File: src/rtl/core/plzd_pkg.sv
package plzd_pkg;

  localparam int OFFSET_BITS   = 12;
  localparam int HIST_DEPTH_DEF = 8192;
  localparam int QUEUE_DEPTH_DEF = 4;

  localparam int BYTE_W  = 8;
  localparam int HDR_W   = 3;
  localparam int POS_W   = 16;
  localparam int START_W = OFFSET_BITS + 1;
  localparam int LEN_W   = 5;
  localparam int TOKEN_W = 16;
  localparam int LEN_SHIFT = TOKEN_W - OFFSET_BITS;

  localparam logic [BYTE_W-1:0] COMPRESSED_MARK = 8'h04;
  localparam logic [BYTE_W-1:0] REWRITTEN_MARK  = 8'h03;
  localparam logic [HDR_W-1:0]  HDR_RESET       = 3'd3;
  localparam logic [LEN_W-1:0]  LEN_BIAS        = 5'd2;
  localparam logic [2:0]        LAST_ITEM       = 3'd7;

  // word kinds handed from the front end to the back end
  typedef enum logic [1:0] {
    CMD_PASS,   // passthrough byte, not stored
    CMD_STORE,  // byte that goes out and into history
    CMD_COPY,   // back-reference copy
    CMD_MARK    // end marker only
  } cmd_kind_t;

  typedef struct packed {
    cmd_kind_t           kind;
    logic [BYTE_W-1:0]   data;
    logic                new_pkt;     // rewind output position first
    logic                last;        // passthrough last byte
    logic                mark_after;  // end marker follows this command
    logic                trunc;       // truncated flag for that marker
    logic [START_W-1:0]  start;       // copy source, 1-based position
    logic [LEN_W-1:0]    len;         // copy length, 2..17
  } cmd_t;

  function automatic logic [HDR_W-1:0] eff_header(input logic [HDR_W-1:0] h);
    eff_header = (h == '0) ? HDR_W'(1) : h;
  endfunction

endpackage

File: src/rtl/core/plzd_front.sv
module plzd_front
  import plzd_pkg::*;
(
  input  logic              clk,
  input  logic              rst_n,
  input  logic [HDR_W-1:0]  header_length,
  input  logic [BYTE_W-1:0] in_byte,
  input  logic              in_first,
  input  logic              in_last,
  input  logic              in_valid,
  output logic              in_ready,
  input  logic              q_full,
  output logic              push,
  output cmd_t              push_cmd
);

  typedef enum logic [2:0] {F_IDLE, F_PASS, F_HDR, F_GRP, F_TOK} fphase_t;

  fphase_t           phase_r, phase_nxt;
  logic [HDR_W-1:0]  hdr_left_r, hdr_left_nxt;
  logic [7:0]        flags_r, flags_nxt;
  logic [3:0]        bit_idx_r, bit_idx_nxt;
  logic [7:0]        tok_low_r, tok_low_nxt;

  logic                accept;
  logic [HDR_W-1:0]    h_eff;
  logic [HDR_W-1:0]    hl_dec;
  logic [TOKEN_W-1:0]  token;
  logic [OFFSET_BITS-1:0] offset;

  assign in_ready = !q_full;
  assign accept   = in_valid && in_ready;
  assign h_eff    = eff_header(header_length);
  assign token    = {in_byte, tok_low_r};
  assign offset   = token[TOKEN_W-1:LEN_SHIFT];

  always_comb begin
    phase_nxt    = phase_r;
    hdr_left_nxt = hdr_left_r;
    flags_nxt    = flags_r;
    bit_idx_nxt  = bit_idx_r;
    tok_low_nxt  = tok_low_r;
    hl_dec       = hdr_left_r - HDR_W'(1);
    push         = 1'b0;
    push_cmd     = '0;
    push_cmd.kind = CMD_MARK;
    push_cmd.data = in_byte;
    push_cmd.start = START_W'(offset) + START_W'(h_eff);
    push_cmd.len   = LEN_W'(token[3:0]) + LEN_BIAS;

    if (accept) begin
      if (in_first) begin
        flags_nxt   = '0;
        bit_idx_nxt = 4'd8;
        tok_low_nxt = '0;
        push        = 1'b1;
        if (in_byte != COMPRESSED_MARK) begin
          push_cmd.kind = CMD_PASS;
          push_cmd.last = in_last;
          hdr_left_nxt  = '0;
          phase_nxt     = in_last ? F_IDLE : F_PASS;
        end else begin
          push_cmd.kind       = CMD_STORE;
          push_cmd.data       = REWRITTEN_MARK;
          push_cmd.new_pkt    = 1'b1;
          push_cmd.mark_after = in_last;
          push_cmd.trunc      = (h_eff != HDR_W'(1));
          hdr_left_nxt        = h_eff - HDR_W'(1);
          if (in_last) begin
            phase_nxt = F_IDLE;
          end else begin
            phase_nxt = (h_eff != HDR_W'(1)) ? F_HDR : F_GRP;
          end
        end
      end else begin
        case (phase_r)
          F_PASS: begin
            push          = 1'b1;
            push_cmd.kind = CMD_PASS;
            push_cmd.last = in_last;
            if (in_last) phase_nxt = F_IDLE;
          end
          F_HDR: begin
            push                = 1'b1;
            push_cmd.kind       = CMD_STORE;
            push_cmd.mark_after = in_last;
            push_cmd.trunc      = (hl_dec != '0);
            hdr_left_nxt        = hl_dec;
            if (in_last) begin
              phase_nxt = F_IDLE;
            end else if (hl_dec == '0) begin
              phase_nxt = F_GRP;
            end
          end
          F_GRP: begin
            if (bit_idx_r[3]) begin
              // flag byte opens a group
              flags_nxt   = in_byte;
              bit_idx_nxt = '0;
              if (in_last) begin
                push           = 1'b1;
                push_cmd.kind  = CMD_MARK;
                push_cmd.trunc = 1'b1;
                phase_nxt      = F_IDLE;
              end
            end else if (!flags_r[bit_idx_r[2:0]]) begin
              push                = 1'b1;
              push_cmd.kind       = CMD_STORE;
              push_cmd.mark_after = in_last;
              push_cmd.trunc      = (bit_idx_r[2:0] != LAST_ITEM);
              bit_idx_nxt         = bit_idx_r + 4'd1;
              if (in_last) phase_nxt = F_IDLE;
            end else begin
              tok_low_nxt = in_byte;
              phase_nxt   = F_TOK;
              if (in_last) begin
                push           = 1'b1;
                push_cmd.kind  = CMD_MARK;
                push_cmd.trunc = 1'b1;
                phase_nxt      = F_IDLE;
              end
            end
          end
          F_TOK: begin
            push = 1'b1;
            if (offset == '0) begin
              // end token
              push_cmd.kind  = CMD_MARK;
              push_cmd.trunc = 1'b0;
              phase_nxt      = F_IDLE;
            end else begin
              push_cmd.kind       = CMD_COPY;
              push_cmd.mark_after = in_last;
              push_cmd.trunc      = (bit_idx_r[2:0] != LAST_ITEM);
              bit_idx_nxt         = bit_idx_r + 4'd1;
              phase_nxt           = in_last ? F_IDLE : F_GRP;
            end
          end
          default: begin
            push = 1'b0;
          end
        endcase
      end
    end
  end

  always_ff @(posedge clk) begin
    if (!rst_n) begin
      phase_r    <= F_IDLE;
      hdr_left_r <= '0;
      flags_r    <= '0;
      bit_idx_r  <= 4'd8;
      tok_low_r  <= '0;
    end else begin
      phase_r    <= phase_nxt;
      hdr_left_r <= hdr_left_nxt;
      flags_r    <= flags_nxt;
      bit_idx_r  <= bit_idx_nxt;
      tok_low_r  <= tok_low_nxt;
    end
  end

endmodule

File: config.mk
export PLATFORM = sky130hd
export DESIGN_NAME = plzd_front
export DESIGN_NICKNAME = d
export VERILOG_FILES = /design/src/rtl/core/plzd_pkg.sv /design/src/rtl/core/plzd_front.sv
export SDC_FILE = /design/constraint.sdc
export NUM_CORES = 1
export LEC_CHECK = 0
export ABC_AREA = 0
export BUFFER_PORTS_ARGS = -buffer_cell sky130_fd_sc_hd__buf_2
export CORE_ASPECT_RATIO = 0.8
export CORE_MARGIN = 2
export CORE_UTILIZATION = 54
export DETAILED_ROUTE_END_ITERATION = 8
export GPL_ROUTABILITY_DRIVEN = 0
export MAX_ROUTING_LAYER = met4
export PLACE_DENSITY = 0.78
export REMOVE_ABC_BUFFERS = 1
export SLEW_MARGIN = 20
export SYNTH_ARGS = -nofsm -noshare
export SYNTH_HDL_FRONTEND = slang
export SYNTH_SLANG_ARGS = --single-unit
File: constraint.sdc
create_clock -name clk -period 2.3 [get_ports clk]
set_input_delay 0.23 -clock clk [delete_from_list [all_inputs] [get_ports clk]]
set_output_delay 0.23 -clock clk [all_outputs]
set_load 0.02 [all_outputs]
**Word level (Yosys, flattened, before mapping)**

Cells that the tools add are included.

- Add/subtract/negate cells: 5
- Reductions and logical operators: 19
- $lt $le $gt $ge: 1
- Eq/ne operators: 11
- Multiplexer cells: 58

Operators with widths:

| cell | count |
|---|---|
| $mux 8 | 7 |
| $mux 3 | 13 |
| $mux 1 | 18 |
| $mux 9 | 2 |
| $mux 4 | 4 |
| $mux 14 | 1 |
| $mux 2 | 7 |
| $add 12x3->13 | 1 |
| $logic_not 12->1 | 1 |
| $pmux 3 s4 | 1 |
| $reduce_and 3->1 | 3 |
| $ne 4x4->1 const B | 2 |
| $ne 8x3->1 const B | 1 |
| $pmux 2 s4 | 1 |
| $pmux 4 s2 | 1 |
| $reduce_and 4->1 | 2 |
| $reduce_bool 2->1 | 4 |
| $eq 3x2->1 const B | 2 |
| $logic_not 3->1 | 2 |
| $ne 3x3->1 const B | 2 |
| $pmux 2 s3 | 1 |
| $reduce_bool 3->1 | 2 |
| $sub 3x1->3 const B | 2 |
| $add 4x2->5 const B | 1 |
| 13 further kinds | 13 |

- Bits of input ports: 17
- Register bits after elaboration: 26
- Word-level logic and storage cells: 100

**Logic depth before layout (Yosys ltp)**

- Depth after elaboration: 7
- Depth in mapped cells: 10
- Depth with buffers taken out: 10

**Worst setup path before layout**

OpenSTA, ideal clock, no wires.

- Path kind: input port to output port
- Start: input in_byte[5]
- End: output push_cmd[30] in the netlist's numbering
- Slack: -70 ps
- Stages: 5
- Required time: 2,070 ps
- Arrival time: 2,140 ps
- Path buffers: 1
- Cells stage by stage: buf_6 or4_4 nor4_2 nor2_1 o311ai_0

RTL lines:

| what | RTL line | source |
|---|---|---|
| start: declaration | plzd_front.sv:7 | `input logic [BYTE_W-1:0] in_byte,` |
| end: declaration | plzd_front.sv:14 | `output cmd_t push_cmd` |

==> run_results.csv <==
group,metric,value,unit
sta,skew,9.02,ps
synthesis,synth_common_cells,"nand2_1 (32), dfxtp_1 (26), clkbuf_1 (17), nand3_1 (17), inv_1 (14)",
synthesis,postSynthAreaPerCell,7.70,sq um
route,vias,2243,
cells_and_area,fillers,297,
floorplan,dieArea,0.00441,sq mm
cells_and_area,postLayoutCoreUtil,0.706,
sta,fin_crit_sh,0.988,
worst_setup_path,required,2070,ps
outcome,status,"finished clean",
floorplan,io_pins,51,
power,leakagePower,1.16,nW
sta,max_freq,0.440,GHz
route,drt_wl_total,5.87,mm
synthesis,synth_top_area_frac,0.248,
synthesis,netlist_area,0.00210,sq mm
synthesis,ys.flop_type,"dfxtp_1",
sta,setup_viol,0,
sta,period_needed,2270,ps
clocking,clock_latency,280,ps
worst_hold_path,min_path_cells,3,
synthesis,yosysMostFrequentCell,"nand2_1",
worst_setup_path,critical_path_arrival,2040,ps
clocking,cts-root-buf,"clkbuf_8",
global_routing,grt-ovfl-total,0,
synthesis,ys_seq_area_frac,0.248,
placed_design,numPortBuffers,50,
synthesis,ys_seq_elements,26,
floorplan,initial_core_util,0.560,
cells_and_area,area_growth,26.0,%
route,drt_iter0_drc,225,
worst_setup_path,ff2ff_path_depth,9,
floorplan,rows,20,
global_routing,grt_usage,0.268,
global_routing,antenna_found_initial,0,
worst_setup_path,critPathSlowestCell,"or4_4",
sta,finalHoldViolations,0,
synthesis,synthTopCellsByArea,"dfxtp_1 (25%), ha_1 (6.0%), nand2_1 (5.7%)",
route,first_pass_iters,5,
synthesis,yosys.area.top_type,"dfxtp_1",
worst_setup_path,start_kind,"flip-flop",
synthesis,synthArstFlopShare,0,
clocking,clock_sinks,26,
cells_and_area,nets,351,
cells_and_area,drive_above_1_share,0.332,
global_routing,grt_util_met2,0.398,
global_routing,grt_most_used_layer,"met2",
global_routing,met1_usage,0.381,
worst_setup_path,critPathMaxFanout,4,
worst_setup_path,path_class,"reg2out",
sta,setup-tns-final,0,ps
floorplan,core_area,0.00375,sq mm
synthesis,synth-edff-count,0,
worst_setup_path,slowest_delay,540,ps
sta,finalMaxSlewViolations,0,
floorplan,die_w,73.8,microns
placed_design,post-dp-hpwl,3.96,mm
synthesis,yosys_warnings,0,
worst_setup_path,crit_family,"simple AND/OR/NAND/NOR gates",
clocking,tritoncts,"done",
synthesis,synthCells,273,
worst_setup_path,cp_num_cells,8,
synthesis,yosysUniqueCellTypes,53,
worst_hold_path,hold_class,"in2reg",
clocking,clk_pin_slew,100,ps
cells_and_area,fin_area,0.00265,sq mm
clocking,cts_buffers,3,
global_routing,grt_pass1_wl,8.94,mm
clocking,cts.path.max_buffers,2,
job,drv_cap,0,
power,irDropWorstVdd,0.409,mV
worst_setup_path,cp-end-kind,"primary output",
floorplan,die_h,59.8,microns
route,antenna_left,0,
route,vias_per_cell,6.13,
clocking,hold_buffers,0,
power,power.density,425,mW/mm^2
sta,rsz0062_at_grt,"true",
route,post-route-drc-count,0,
route,routedWlPerCell,16.0,microns
power,p_total,1.13,mW
placed_design,postPlaceCellArea,0.00241,sq mm
global_routing,grt_max_degree,39,
global_routing,use_met3,0.0573,
worst_setup_path,crit_chain,"inv_4, ha_4, xnor2_2, a21boi_2, a21oi_2, or4_4, o311ai_4, buf_6",
clocking,cts.htree.levels,1,
global_routing,grt_pass1_vias,1902,
worst_setup_path,critPathBufInv,2,
cells_and_area,diodes,0,
sta,maxSlewHeadroom,0.531,
sta,worst_pin_slew,696,ps
[area by class of cell]
cell class              instances  area [sq um]  area share
clock buffers                   3          41.3      0.0156
repair buffers                 72           437       0.165
inverters                      14          55.1      0.0208
flip-flops and latches         26           527       0.199
multi-input cells             206          1500       0.568
well taps                      44          55.1      0.0208
clock inverters                 1          30.0      0.0113
[placed cells by master, fill, tap and decap left out, types with 3 or more instances in the layout]
cell	synthesis	final
nor2b_1	7	6
a21o_1	3	3
inv_1	14	13
o2111ai_1	6	6
clkbuf_8	0	3
o21ai_0	10	9
buf_4	6	22
nand4_1	11	11
dfxtp_1	26	23
nor3_1	3	3
a21oi_1	9	7
mux2i_1	11	11
nor2_1	13	11
buf_2	2	48
xnor2_1	10	9
or4_4	1	3
ha_1	10	8
xor2_1	3	3
or2_2	3	3
nand2_1	32	32
a21boi_0	10	9
or3_1	3	3
nand3_1	17	17
o22ai_1	3	3
[final timing paths]
kind | from | endpoint | slack [ps]
setup / recovery | hdr_left_r[0] | push_cmd[18] | 30
hold / removal | in_byte[1] | flags_r[1] | 290
setup reg to reg | hdr_left_r[0] | phase_r[0] | 220
hold reg to reg | tok_low_r[0] | tok_low_r[0] | 470
[cell families after synthesis]
| family | synth area share |
|---|---|
| compound gates | 0.199 |
| xor+xnor | 0.0542 |
| fa+ha+maj | 0.0690 |
| buf+inv | 0.0923 |
| flops | 0.248 |
| mux | 0.0577 |
| simple gates | 0.280 |
[registers in the layout, summed over array words and instances, names as in the netlist]
signal / count
flags_r: 8
tok_low_r: 8
bit_idx_r: 4
hdr_left_r: 3
phase_r: 3
[metal layers]
| metal | vias up | part of all wire |
|---|---|---|
| li1 | 1064 | - |
| met1 | 1058 | 0.46 |
| met2 | 113 | 0.46 |
| met3 | 8 | 0.078 |
| met4 | 0 | 0.0041 |
| met5 | - | 0 |
[stage by stage]
step,worst slack [ps],std cells,hold WS (ps)
after detailed placement,29.2,357,452
after CTS,3.80,363,289
final,27.3,366,288
after floorplan,-2.80,246,304
after global placement,107,357,443
after global routing,-30.3,366,303
[where the power goes]
| group | total, mW | switching (mW) | internal (mW) | leakage, nW |
|---|---|---|---|---|
| combinational | 0.277 | 0.170 | 0.107 | 0.910 |
| sequential | 0.465 | 0.00729 | 0.458 | 0.212 |
| clock | 0.383 | 0.150 | 0.233 | 0.0357 |
[repair_timing]
action / CTS / global route
buffers inserted: 2 / 3
setup endpoints to repair: 4 / 7
resized for setup: 14 / 21
pin swaps: 4 / 3
endpoints found under the hold margin: 0 / 0
[worst register-to-register path, delay by kind of cell, from the launching register on]
kind	cells	cell delay [ps]
flops	1	390
fa+ha+maj	1	160
xor+xnor	1	160
buf+inv	3	310
compound gates	4	990
No activity file was read; power rests on OpenSTA's default activity.
