File: src/rtl/core/plzd_pkg.sv
package plzd_pkg;

  localparam int OFFSET_BITS   = 12;
  localparam int HIST_DEPTH_DEF = 8192;
  localparam int QUEUE_DEPTH_DEF = 4;

  localparam int BYTE_W  = 8;
  localparam int HDR_W   = 3;
  localparam int POS_W   = 16;
  localparam int START_W = OFFSET_BITS + 1;
  localparam int LEN_W   = 5;
  localparam int TOKEN_W = 16;
  localparam int LEN_SHIFT = TOKEN_W - OFFSET_BITS;

  localparam logic [BYTE_W-1:0] COMPRESSED_MARK = 8'h04;
  localparam logic [BYTE_W-1:0] REWRITTEN_MARK  = 8'h03;
  localparam logic [HDR_W-1:0]  HDR_RESET       = 3'd3;
  localparam logic [LEN_W-1:0]  LEN_BIAS        = 5'd2;
  localparam logic [2:0]        LAST_ITEM       = 3'd7;

  // word kinds handed from the front end to the back end
  typedef enum logic [1:0] {
    CMD_PASS,   // passthrough byte, not stored
    CMD_STORE,  // byte that goes out and into history
    CMD_COPY,   // back-reference copy
    CMD_MARK    // end marker only
  } cmd_kind_t;

  typedef struct packed {
    cmd_kind_t           kind;
    logic [BYTE_W-1:0]   data;
    logic                new_pkt;     // rewind output position first
    logic                last;        // passthrough last byte
    logic                mark_after;  // end marker follows this command
    logic                trunc;       // truncated flag for that marker
    logic [START_W-1:0]  start;       // copy source, 1-based position
    logic [LEN_W-1:0]    len;         // copy length, 2..17
  } cmd_t;

  function automatic logic [HDR_W-1:0] eff_header(input logic [HDR_W-1:0] h);
    eff_header = (h == '0) ? HDR_W'(1) : h;
  endfunction

endpackage

File: src/rtl/core/plzd_queue.sv
module plzd_queue
  import plzd_pkg::*;
#(
  parameter int DEPTH = QUEUE_DEPTH_DEF
) (
  input  logic clk,
  input  logic rst_n,
  input  logic push,
  input  cmd_t push_cmd,
  output logic full,
  input  logic pop,
  output logic empty,
  output cmd_t head
);

  localparam int PW = (DEPTH > 1) ? $clog2(DEPTH) : 1;
  localparam int CW = $clog2(DEPTH + 1);

  cmd_t          slots_r [DEPTH];
  logic [PW-1:0] wr_ptr_r, wr_ptr_nxt;
  logic [PW-1:0] rd_ptr_r, rd_ptr_nxt;
  logic [CW-1:0] count_r, count_nxt;
  logic          do_push, do_pop;

  assign full    = (count_r == CW'(DEPTH));
  assign empty   = (count_r == '0);
  assign head    = slots_r[rd_ptr_r];
  assign do_push = push && !full;
  assign do_pop  = pop && !empty;

  always_comb begin
    wr_ptr_nxt = wr_ptr_r;
    rd_ptr_nxt = rd_ptr_r;
    count_nxt  = count_r;
    if (do_push) begin
      wr_ptr_nxt = (wr_ptr_r == PW'(DEPTH - 1)) ? '0 : wr_ptr_r + PW'(1);
    end
    if (do_pop) begin
      rd_ptr_nxt = (rd_ptr_r == PW'(DEPTH - 1)) ? '0 : rd_ptr_r + PW'(1);
    end
    if (do_push && !do_pop) begin
      count_nxt = count_r + CW'(1);
    end else if (do_pop && !do_push) begin
      count_nxt = count_r - CW'(1);
    end
  end

  always_ff @(posedge clk) begin
    if (do_push) slots_r[wr_ptr_r] <= push_cmd;
  end

  always_ff @(posedge clk) begin
    if (!rst_n) begin
      wr_ptr_r <= '0;
      rd_ptr_r <= '0;
      count_r  <= '0;
    end else begin
      wr_ptr_r <= wr_ptr_nxt;
      rd_ptr_r <= rd_ptr_nxt;
      count_r  <= count_nxt;
    end
  end

endmodule

File: config.mk
export PLATFORM = sky130hd
export DESIGN_NAME = plzd_queue
export DESIGN_NICKNAME = d
export VERILOG_FILES = /design/src/rtl/core/plzd_pkg.sv /design/src/rtl/core/plzd_queue.sv
export SDC_FILE = /design/constraint.sdc
export NUM_CORES = 1
export LEC_CHECK = 0
export BUFFER_PORTS_ARGS = -buffer_cell sky130_fd_sc_hd__buf_2
export CAP_MARGIN = 5
export CORE_MARGIN = 5
export CORE_UTILIZATION = 35
export CTS_BUF_LIST = sky130_fd_sc_hd__clkbuf_8
export CTS_CLUSTER_DIAMETER = 150
export DETAILED_ROUTE_END_ITERATION = 10
export PLACE_DENSITY_LB_ADDON = 0.08
export SLEW_MARGIN = 25
export SYNTH_ARGS = -nofsm -noshare
export SYNTH_HDL_FRONTEND = slang
export SYNTH_SLANG_ARGS = --single-unit
export TNS_END_PERCENT = 20
File: constraint.sdc
create_clock -name clk -period 2.06 [get_ports clk]
set_clock_uncertainty 0.15 [all_clocks]
set_input_delay 0 -clock clk [delete_from_list [all_inputs] [get_ports clk]]
set_output_delay 0 -clock clk [all_outputs]
set_load 0.005 [all_outputs]
Yosys cells after proc, flatten, opt, wreduce, memory -nomap -nowiden
Memories as Yosys holds them, arrays and structs flattened. A register that Yosys moved wholly into a read port is not among the register bits.
Cells that the tools add are included.
{"block": "classes", "muxes": 8, "n_reduce_logical": 10, "n_eq_ne": 3, "addsub": 4}
{"op": "$mux W2", "n": 4}
{"op": "$mux W3", "n": 2}
{"op": "$add A2 B1 Y2 const B", "n": 2}
{"op": "$eq A2 B2 Y1 const B", "n": 2}
{"op": "$logic_and A1 B1 Y1", "n": 4}
{"op": "$logic_not A1 Y1", "n": 4}
{"op": "$add A3 B1 Y3 const B", "n": 1}
{"op": "$eq A3 B3 Y1 const B", "n": 1}
{"op": "$logic_not A3 Y1", "n": 1}
{"op": "$sub A3 B1 Y3 const B", "n": 1}
{"op": "$mux W1", "n": 2}
{"op": "$reduce_bool A2 Y1", "n": 1}
{"block": "totals", "n_memories": 1, "ram_bits": 128, "register_bits": 7, "input_bits": 36, "wordCells": 29, "out_inout_bits": 34}
{"name": "slots_r", "words": 4, "word_bits": 32, "rd": 1, "rd_ports_with_merged_regs": 1, "write_ports": 1, "line": "plzd_queue.sv:19", "rtl": "cmd_t slots_r [DEPTH];"}

Longest topological paths before layout
Gate-level depths: netlist of run 1.
{"block": "depth", "word_depth": 7, "ltp_mapped": 9, "ltp_nobuf": 8}

Worst setup path after synthesis of run 1
No wires, ideal clock.
{"block": "synth_path", "path_kind": "reg2reg", "start": "register count_r[0]", "end": "register count_r[2]", "arrival_time_ns": 2.036, "setup_ns": 0.076, "path_slack_ns": -0.202, "path_buffers": 0, "period_less_slack_ns": 2.262, "stages_incl_launch_ff": 8, "required_ns": 1.834, "cell_sequence": "dfxtp_1 -> o31ai_1 -> ha_1 -> inv_1 -> fa_1 -> xor2_1 -> or3_1 -> a21boi_0"}
{"block": "synth_via", "elab_chain_len": 6, "elab_cells_between_ends": 15, "classes_between": "add/sub (2); eq/ne (1); mux (2); reduce/logical (10)"}
{"item": "from (decl)", "line": "plzd_queue.sv:22", "rtl": "logic [CW-1:0] count_r, count_nxt;"}
{"item": "from (signal assigned)", "line": "plzd_queue.sv:60", "rtl": "count_r <= count_nxt;"}
{"item": "branches (longest 6 deep; another with $sub A3 B1 Y3)"}
Parallel ways; which one is timed is not known. The select of a mux whose other input is x is not followed.
A chain may end at the register's enable or synchronous reset.

Worst setup path in the final report of run 1
{"block": "layout_path", "start": "register count_r[2]", "end": "register count_r[2]"}
The elaborated chain is that of the path after synthesis.

==> results.rst, run 1 <==
.. list-table::
   :header-rows: 1

   * - Metric
     - Value
   * - Number of search-and-repair iterations in the first detailed-routing pass
     - 5
   * - Die span in y
     - around 130 µm
   * - Utilization after layout
     - 0.4696
   * - Worst vdd ir
     - slightly below 0.5 mV
   * - Skew-Pair Late Insertion Delay
     - ~0.43 ns
   * - Run status
     - complete, no violations
   * - Area grow syn2layout
     - 32.31%
   * - Weighted congestion at the end of routability-driven global placement
     - 0.6569
   * - Drt via density
     - roughly 4.5
   * - Count of filler cells inserted in the layout
     - between 1000 and 1500
   * - Count of buffers inserted at the top-level ports
     - 69
   * - Crit path buf inv count
     - 2
   * - Fin cells
     - 554
   * - X dimension of the die
     - around 130 µm
   * - Share of layout cells above drive strength 1
     - 0.4351
   * - Critical path capture point type
     - flip-flop
   * - Syn nets
     - ~260
   * - Fin crit period
     - between 2 and 2.5 ns
   * - Global-route wire length before repair
     - about 15000 µm
   * - Hold violation total from the final report
     - 0
   * - RSZ-0062 raised after global routing
     - yes
   * - Clock tree from TritonCTS
     - yes
   * - Worst slew margin relative to its limit
     - 0.8105
   * - Final HPWL DP
     - slightly below 6000 µm
   * - Mapped Cells
     - 218
   * - Total gr overflow
     - 0
   * - Placeable Area
     - around 0.014 mm²
   * - Slew of the pin with the lowest slew margin
     - ~0.28 ns
   * - Initial Util
     - 0.3549
   * - Gate family responsible for the most delay along the worst path
     - adder cells
   * - Routed via count
     - 2513
   * - Power per unit of standard cell area
     - 1159 mW/mm²
   * - Flip-flop and latch count after synthesis
     - between 100 and 150
   * - Global Route Usage Sum
     - 0.1184
   * - Data arrival at the endpoint of the critical path
     - ~2.2 ns
   * - Largest fanout of any net on the critical path
     - 4
   * - Clock edge transition at the registers on the reported setup and hold paths
     - approximately 0.070 ns
   * - Clock buffers created by TritonCTS
     - 17
   * - Number of remaining DRC errors
     - 0
   * - Via count of the first global-routing pass
     - 2741
   * - Netlist area before placement
     - between 0.005 and 0.006 mm²
   * - Max stage delay on crit path
     - between 0.3 and 0.4 ns
   * - Total number of placement rows
     - between 40 and 50
   * - Avg Cell Area, Syn
     - approximately 24 µm²
   * - Maximum number of pins on one net before global-route repair
     - 25
   * - I/O pin count
     - 70
   * - List of cells traversed by the critical path
     - buf_6, o31ai_4, ha_4, inv_1, fa_2, xor2_1, or3_1, a21boi_1
   * - Share of synthesized area occupied by flip-flops and latches
     - 0.7831
   * - H-tree depth
     - 4
   * - HP Class
     - input pin to flip-flop
   * - Critical Path Start Type
     - flip-flop
   * - Master cell of the clock root buffer
     - clkbuf_8
   * - Average wire per cell in the routed design
     - 17.32 µm
   * - Max Clock Freq
     - 0.4982 GHz
   * - Count of maximum capacitance violations
     - 0
   * - Static Leak
     - between 0.002 and 0.0025 µW
   * - Cell with the biggest individual delay on the critical path
     - dfxtp_2
   * - Clock net sink count
     - around 140
   * - Post-route antenna net violation count
     - 0
   * - Number of placed instances with taps included
     - 480
   * - Max Slew Vio Count
     - 0
   * - Die Footprint
     - around 0.017 mm²
   * - Worst setup path category
     - flip-flop to flip-flop
   * - Number of buffers on the longest clock path
     - 2
   * - Number of distinct library cell variants in the gate-level netlist after synthesis
     - 25
   * - Number of endpoints failing setup at the final stage
     - 0
   * - Ant diodes
     - 0
   * - Drt first-iter violations
     - 117
   * - Post-Route WL
     - approximately 9600 µm
   * - Antenna violations before repair
     - 0
   * - Critical path data required time
     - 2.27 ns
   * - Final clock period utilization by the worst path
     - 0.9745
   * - Nets
     - about 400
   * - Count of yosys warnings during synthesis
     - 0
## routing by layer
metal / global-route usage / share of wire
met5: 0 / 0
met4: 0.04850 / 0.014
met3: 0.04625 / 0.046
met2: 0.1896 / 0.51
met1: 0.1440 / 0.43
## cell families after synthesis
| kind of cell | share of synthesized area |
|---|---|
| xor gates and xnor gates | 0.003409 |
| buffers and inverters | 0.02070 |
| adders and majority gates | 0.01850 |
| muxes | 0.1476 |
| AOI/OAI and AO/OA | 0.005844 |
| and+or+nand+nor | 0.02094 |
| DFF | 0.7831 |
## registers in the layout, indices dropped and copies added (netlist names), named ones only
register / cells
count_r: 3
rd_ptr_r: 2
slots_r: 128
wr_ptr_r: 2
## power by group
group	switching [µW]	internal (µW)
sequential	101	3400
combinational	826	1040
clock	972	1540
total	1900	5980
## per-stage QoR
stage | worst slack, ns | area [µm²] | TNS (ns) | hold WS, ns | power [µW]
2_1_floorplan | -0.08831 | 5169 | -8.558 | -0.05113 | 4652
3_3_place_gp | -0.03300 | 5891 | -0.03300 | 0.06705 | 5348
3_5_place_dp | -0.08718 | 5891 | -0.08718 | 0.06905 | 5363
4_1_cts | -0.01053 | 6795 | -0.01053 | 0.1161 | 8029
5_1_grt | -0.002839 | 6799 | -0.002839 | 0.1359 | 8298
6_report | 0.05259 | 6799 | 0 | 0.1640 | 7880
## final cells by class
| type | instances | area [µm²] | share of cell area |
|---|---|---|---|
| flip-flops and latches | 137 | 4030 | 0.5928 |
| multi-input cells | 69 | 1045 | 0.1537 |
| repair buffers | 130 | 1020 | 0.1500 |
| clock buffers | 17 | 234.0 | 0.03441 |
| well taps | 184 | 230.2 | 0.03386 |
| clock inverters | 14 | 229.0 | 0.03368 |
| inverters | 3 | 11.26 | 0.001656 |
## path summary, 6_finish.rpt
kind | to | startpoint | cells after the start | slack [ns]
max | count_r[2] | count_r[2] | 8 | 0.05
min | slots_r[3][13] | push_cmd[13] | 2 | 0.16
min reg2reg | wr_ptr_r[0] | wr_ptr_r[0] | 2 | 0.38
max reg2reg | count_r[2] | count_r[2] | 8 | 0.05
## cells in the final DEF, fill, tap and decap left out, drive strengths merged, types with 2 or more instances in the layout
| cell | synthesis | routed |
|---|---|---|
| edfxtp | 128 | 128 |
| buf | 8 | 88 |
| dlygate4sd3 | 0 | 42 |
| mux4 | 32 | 32 |
| clkbuf | 1 | 17 |
| dfxtp | 9 | 9 |
| nand2 | 6 | 6 |
| bufinv | 0 | 6 |
| ha | 6 | 6 |
| and2 | 5 | 5 |
| clkinv | 0 | 5 |
| inv | 3 | 3 |
| mux2i | 3 | 3 |
| o21ai | 3 | 3 |
| clkinvlp | 0 | 3 |
| nor2 | 2 | 2 |
| nand3 | 2 | 2 |
| nor2b | 2 | 2 |
## synthesized netlist by cell type
library cell	number	area, µm²
edfxtp_1	128	3844
mux4_2	30	675.7
dfxtp_1	9	180.2
ha_1	6	75.07
nand2_1	6	22.52
and2_1	5	31.28
buf_2	4	20.02
buf_12	3	60.06
inv_1	3	11.26
mux2i_1	3	30.03
o21ai_0	3	15.01
mux4_1	2	52.55
nand3_1	2	10.01
nor2_1	2	7.510
nor2b_1	2	12.51
a21boi_0	1	7.510
buf_6	1	11.26
clkbuf_1	1	3.750
fa_1	1	20.02
nor3_1	1	5.000
nor3b_2	1	12.51
o31ai_1	1	7.510
or3_1	1	6.260
xnor2_1	1	8.760
xor2_1	1	8.760
## repair_timing
item / 4_1_cts / 5_1_grt
pin swaps: 4 / 2
buffers inserted: 1 / 0
endpoints found under the hold margin: 137 / 0
hold buffers: 42 / 0
resized for setup: 6 / 1
setup endpoints to repair: 3 / 4
No activity file was read; power rests on OpenSTA's default activity.
==> inputs of run 2 (changes only) <==
Settings changed: PLACE_DENSITY_LB_ADDON 0.08 to default.
==> run 2 against run 1 <==
  * Cell count rose by 0.18%
  * Global-route usage is essentially flat
  * Worst setup slack worse by 0.0089 ns
  * Worst hold slack got worse by 0.011 ns
  * Clock power shrank 25%
  * Utilization shrank 0.67 points
  * Clock-buffer cell count did not move
  * Register-to-register slack about the same
  * Highest routed layer unchanged
==> results.rst, run 2 (same netlist as run 1, synthesis figures left out) <==
.. list-table::
   :header-rows: 1

   * - Metric
     - Value
   * - Run status
     - complete, no violations
   * - Total gr overflow
     - 0 (unchanged)
   * - Commonest cells after routing, fill and taps aside
     - edfxtp_1 (128), buf_2 (69), dlygate4sd3_1 (41)
   * - Number of search-and-repair iterations in the first detailed-routing pass
     - 4 (-1)
   * - Static Leak
     - 0.002306 µW (-2.1%)
   * - HP Class
     - input pin to flip-flop
   * - Data arrival at the endpoint of the critical path
     - 2.23 ns (about the same)
   * - Final clock period utilization by the worst path
     - 0.9788 (+0.004321)
   * - Antenna violations before repair
     - 0 (unchanged)
   * - Skew-Pair Late Insertion Delay
     - 0.44 ns (about the same)
   * - Final HPWL DP
     - 6097 µm (+3.7%)
   * - Global Route Usage Sum
     - 0.1181 (-0.0003867)
   * - Worst slew margin relative to its limit
     - 0.7261 (-0.08440)
   * - Weighted congestion at the end of routability-driven global placement
     - 0.7032 (+7.0%)
   * - Largest fanout of any net on the critical path
     - 2 (-2)
   * - Routed via count
     - 2554 (+1.6%)
   * - Gate family responsible for the most delay along the worst path
     - simple AND/OR/NAND/NOR gates
   * - Area of all placed cells without fillers
     - 0.006701 mm² (-1.4%)
   * - Count of maximum capacitance violations
     - 0 (unchanged)
   * - H-tree depth
     - 4 (unchanged)
   * - Via count of the first global-routing pass
     - 2887 (+5.3%)
   * - Post-route antenna net violation count
     - 0 (unchanged)
   * - Initial Util
     - 0.3549 (unchanged)
   * - Number of endpoints failing setup at the final stage
     - 0 (unchanged)
   * - Clock edge transition at the registers on the reported setup and hold paths
     - 0.07 ns (about the same)
   * - Placed cell areas
     - 0.005916 mm² (+0.42%)
   * - Register with the most flip-flops
     - slots_r
   * - RSZ-0062 raised after global routing
     - yes
   * - Total number of placement rows
     - 44 (unchanged)
   * - Number of buffers on the longest clock path
     - 2 (unchanged)
   * - Master cell of the clock root buffer
     - clkbuf_8
   * - Worst setup path category
     - flip-flop to flip-flop
   * - Setup TNS after final layout
     - 0 ns (unchanged)
   * - Max Clock Freq
     - 0.4960 GHz (-0.44%)
   * - Number of remaining DRC errors
     - 0 (unchanged)
   * - Fin crit period
     - 2.016 ns (+0.008900 ns)
   * - Slew of the pin with the lowest slew margin
     - 0.4109 ns (+0.1266 ns)
   * - Drt first-iter violations
     - 112 (-4.3%)
   * - Area grow syn2layout
     - 30.41%
   * - Critical path data required time
     - 2.28 ns (about the same)
   * - Flip-flop count of the largest register, all copies and words added
     - 128 (unchanged)
   * - Critical Path Start Type
     - flip-flop
   * - Average wire per cell in the routed design
     - 17.43 µm (+0.66%)
   * - Die Footprint
     - 0.01721 mm² (unchanged)
   * - Clock tree from TritonCTS
     - yes
   * - Post-Route WL
     - 9674 µm (+0.84%)
   * - Maximum number of pins on one net before global-route repair
     - 19 (-24%)
   * - Global-route wire length before repair
     - 15440 µm (+0.68%)
   * - Die span in y
     - 131.2 µm (unchanged)
   * - Count of buffers inserted at the top-level ports
     - 69 (unchanged)
   * - Crit path buf inv count
     - 1 (-1)
   * - Min-delay src
     - push_cmd[10]
   * - Nets
     - 401 (unchanged)
   * - Final Worst Setup Slack
     - 0.04369 ns (-0.008900 ns)
   * - X dimension of the die
     - 131.2 µm (unchanged)
   * - Worst slack after detailed placement
     - -0.1305 ns (-0.04333 ns)
   * - Ant diodes
     - 0 (unchanged)
   * - Share of layout cells above drive strength 1
     - 0.4367 (+0.001523)
   * - Drt via density
     - 4.602 (+1.4%)
   * - Max Slew Vio Count
     - 0 (unchanged)
   * - List of cells traversed by the critical path
     - nor3b_2, nor2b_2, ha_4, inv_2, fa_2, xor2_1, or3_1, a21boi_1
   * - Clock buffers created by TritonCTS
     - 17 (unchanged)
   * - Power per unit of standard cell area
     - 1087 mW/mm² (-6.2%)
   * - Clock net sink count
     - 137 (unchanged)
   * - Final Power
     - 7282 µW (-7.6%)
   * - Critical path origin
     - count_r[2]
   * - Cell with the biggest individual delay on the critical path
     - dfxtp_2
   * - Count of filler cells inserted in the layout
     - 1233 (+1.9%)
   * - Worst vdd ir
     - 0.4403 mV (-8.8%)
   * - I/O pin count
     - 70 (unchanged)
   * - Critical path capture point type
     - flip-flop
   * - Leading cell type in the layout, fill and taps excluded
     - edfxtp_1
   * - Max stage delay on crit path
     - 0.33 ns (about the same)
   * - Critical register-to-register path startpoint
     - count_r[2]
   * - Hold violation total from the final report
     - 0 (unchanged)
   * - Placeable Area
     - 0.01448 mm² (unchanged)
   * - Biggest registers after layout
     - slots_r: 128 flops, count_r: 3 flops
## run 2: power by group
| group | internal, µW | total [µW] | switching (µW) |
|---|---|---|---|
| clock network | 925 | 1890 | 968 |
| logic | 1060 | 1870 | 809 |
| registers | 3400 | 3520 | 128 |
## run 2: repair_timing
item,in CTS,in global routing
endpoints found under the setup margin,1,10
resized for setup,6,1
hold endpoints to repair,137,0
cloned,0,0
setup buffers,2,0
pin swaps,4,2
hold buffers,41,0
## run 2: worst register-to-register path: cells and delay by family, from the launching register on
kind            cells  cell delay, ns
xor+xnor            1            0.16
compound gates      1            0.12
fa+ha+maj           2            0.49
buf+inv             1            0.04
simple gates        3            0.66
flops               1            0.33
## run 2: per-layer routing
metal  wire (µm)  vias up  GRT usage  share of wire
li1            -     1182          -              -
met3         429       16    0.04243          0.044
met2        5012       57     0.1978           0.52
met4         165        0    0.04503          0.017
met1        4067     1299     0.1395           0.42
met5           0        -          0              0
## run 2: final timing paths
path	end	slack (ns)	cells past startpoint
setup / recovery	count_r[2]	0.04	8
hold / removal	slots_r[2][10]	0.15	2
setup reg to reg	count_r[2]	0.04	8
hold reg to reg	wr_ptr_r[0]	0.37	2
## run 2: through the flow
step | util | instances | hold WS, ns
2_1_floorplan | - | 218 | -0.05113
3_3_place_gp | 0.4086 | 480 | 0.06208
3_5_place_dp | 0.4086 | 480 | 0.07020
4_1_cts | 0.4626 | 555 | 0.1316
5_1_grt | 0.4628 | 555 | 0.1469
6_report | 0.4628 | 555 | 0.1528
## run 2: final cells by class
cell class	instances	area, µm²	area share
clock inverters	15	112.6	0.01680
multi-input cells	69	1045	0.1559
repair buffers	130	1039	0.1550
well taps	184	230.2	0.03435
flip-flops and latches	137	4030	0.6014
clock buffers	17	234.0	0.03491
inverters	3	11.26	0.001680
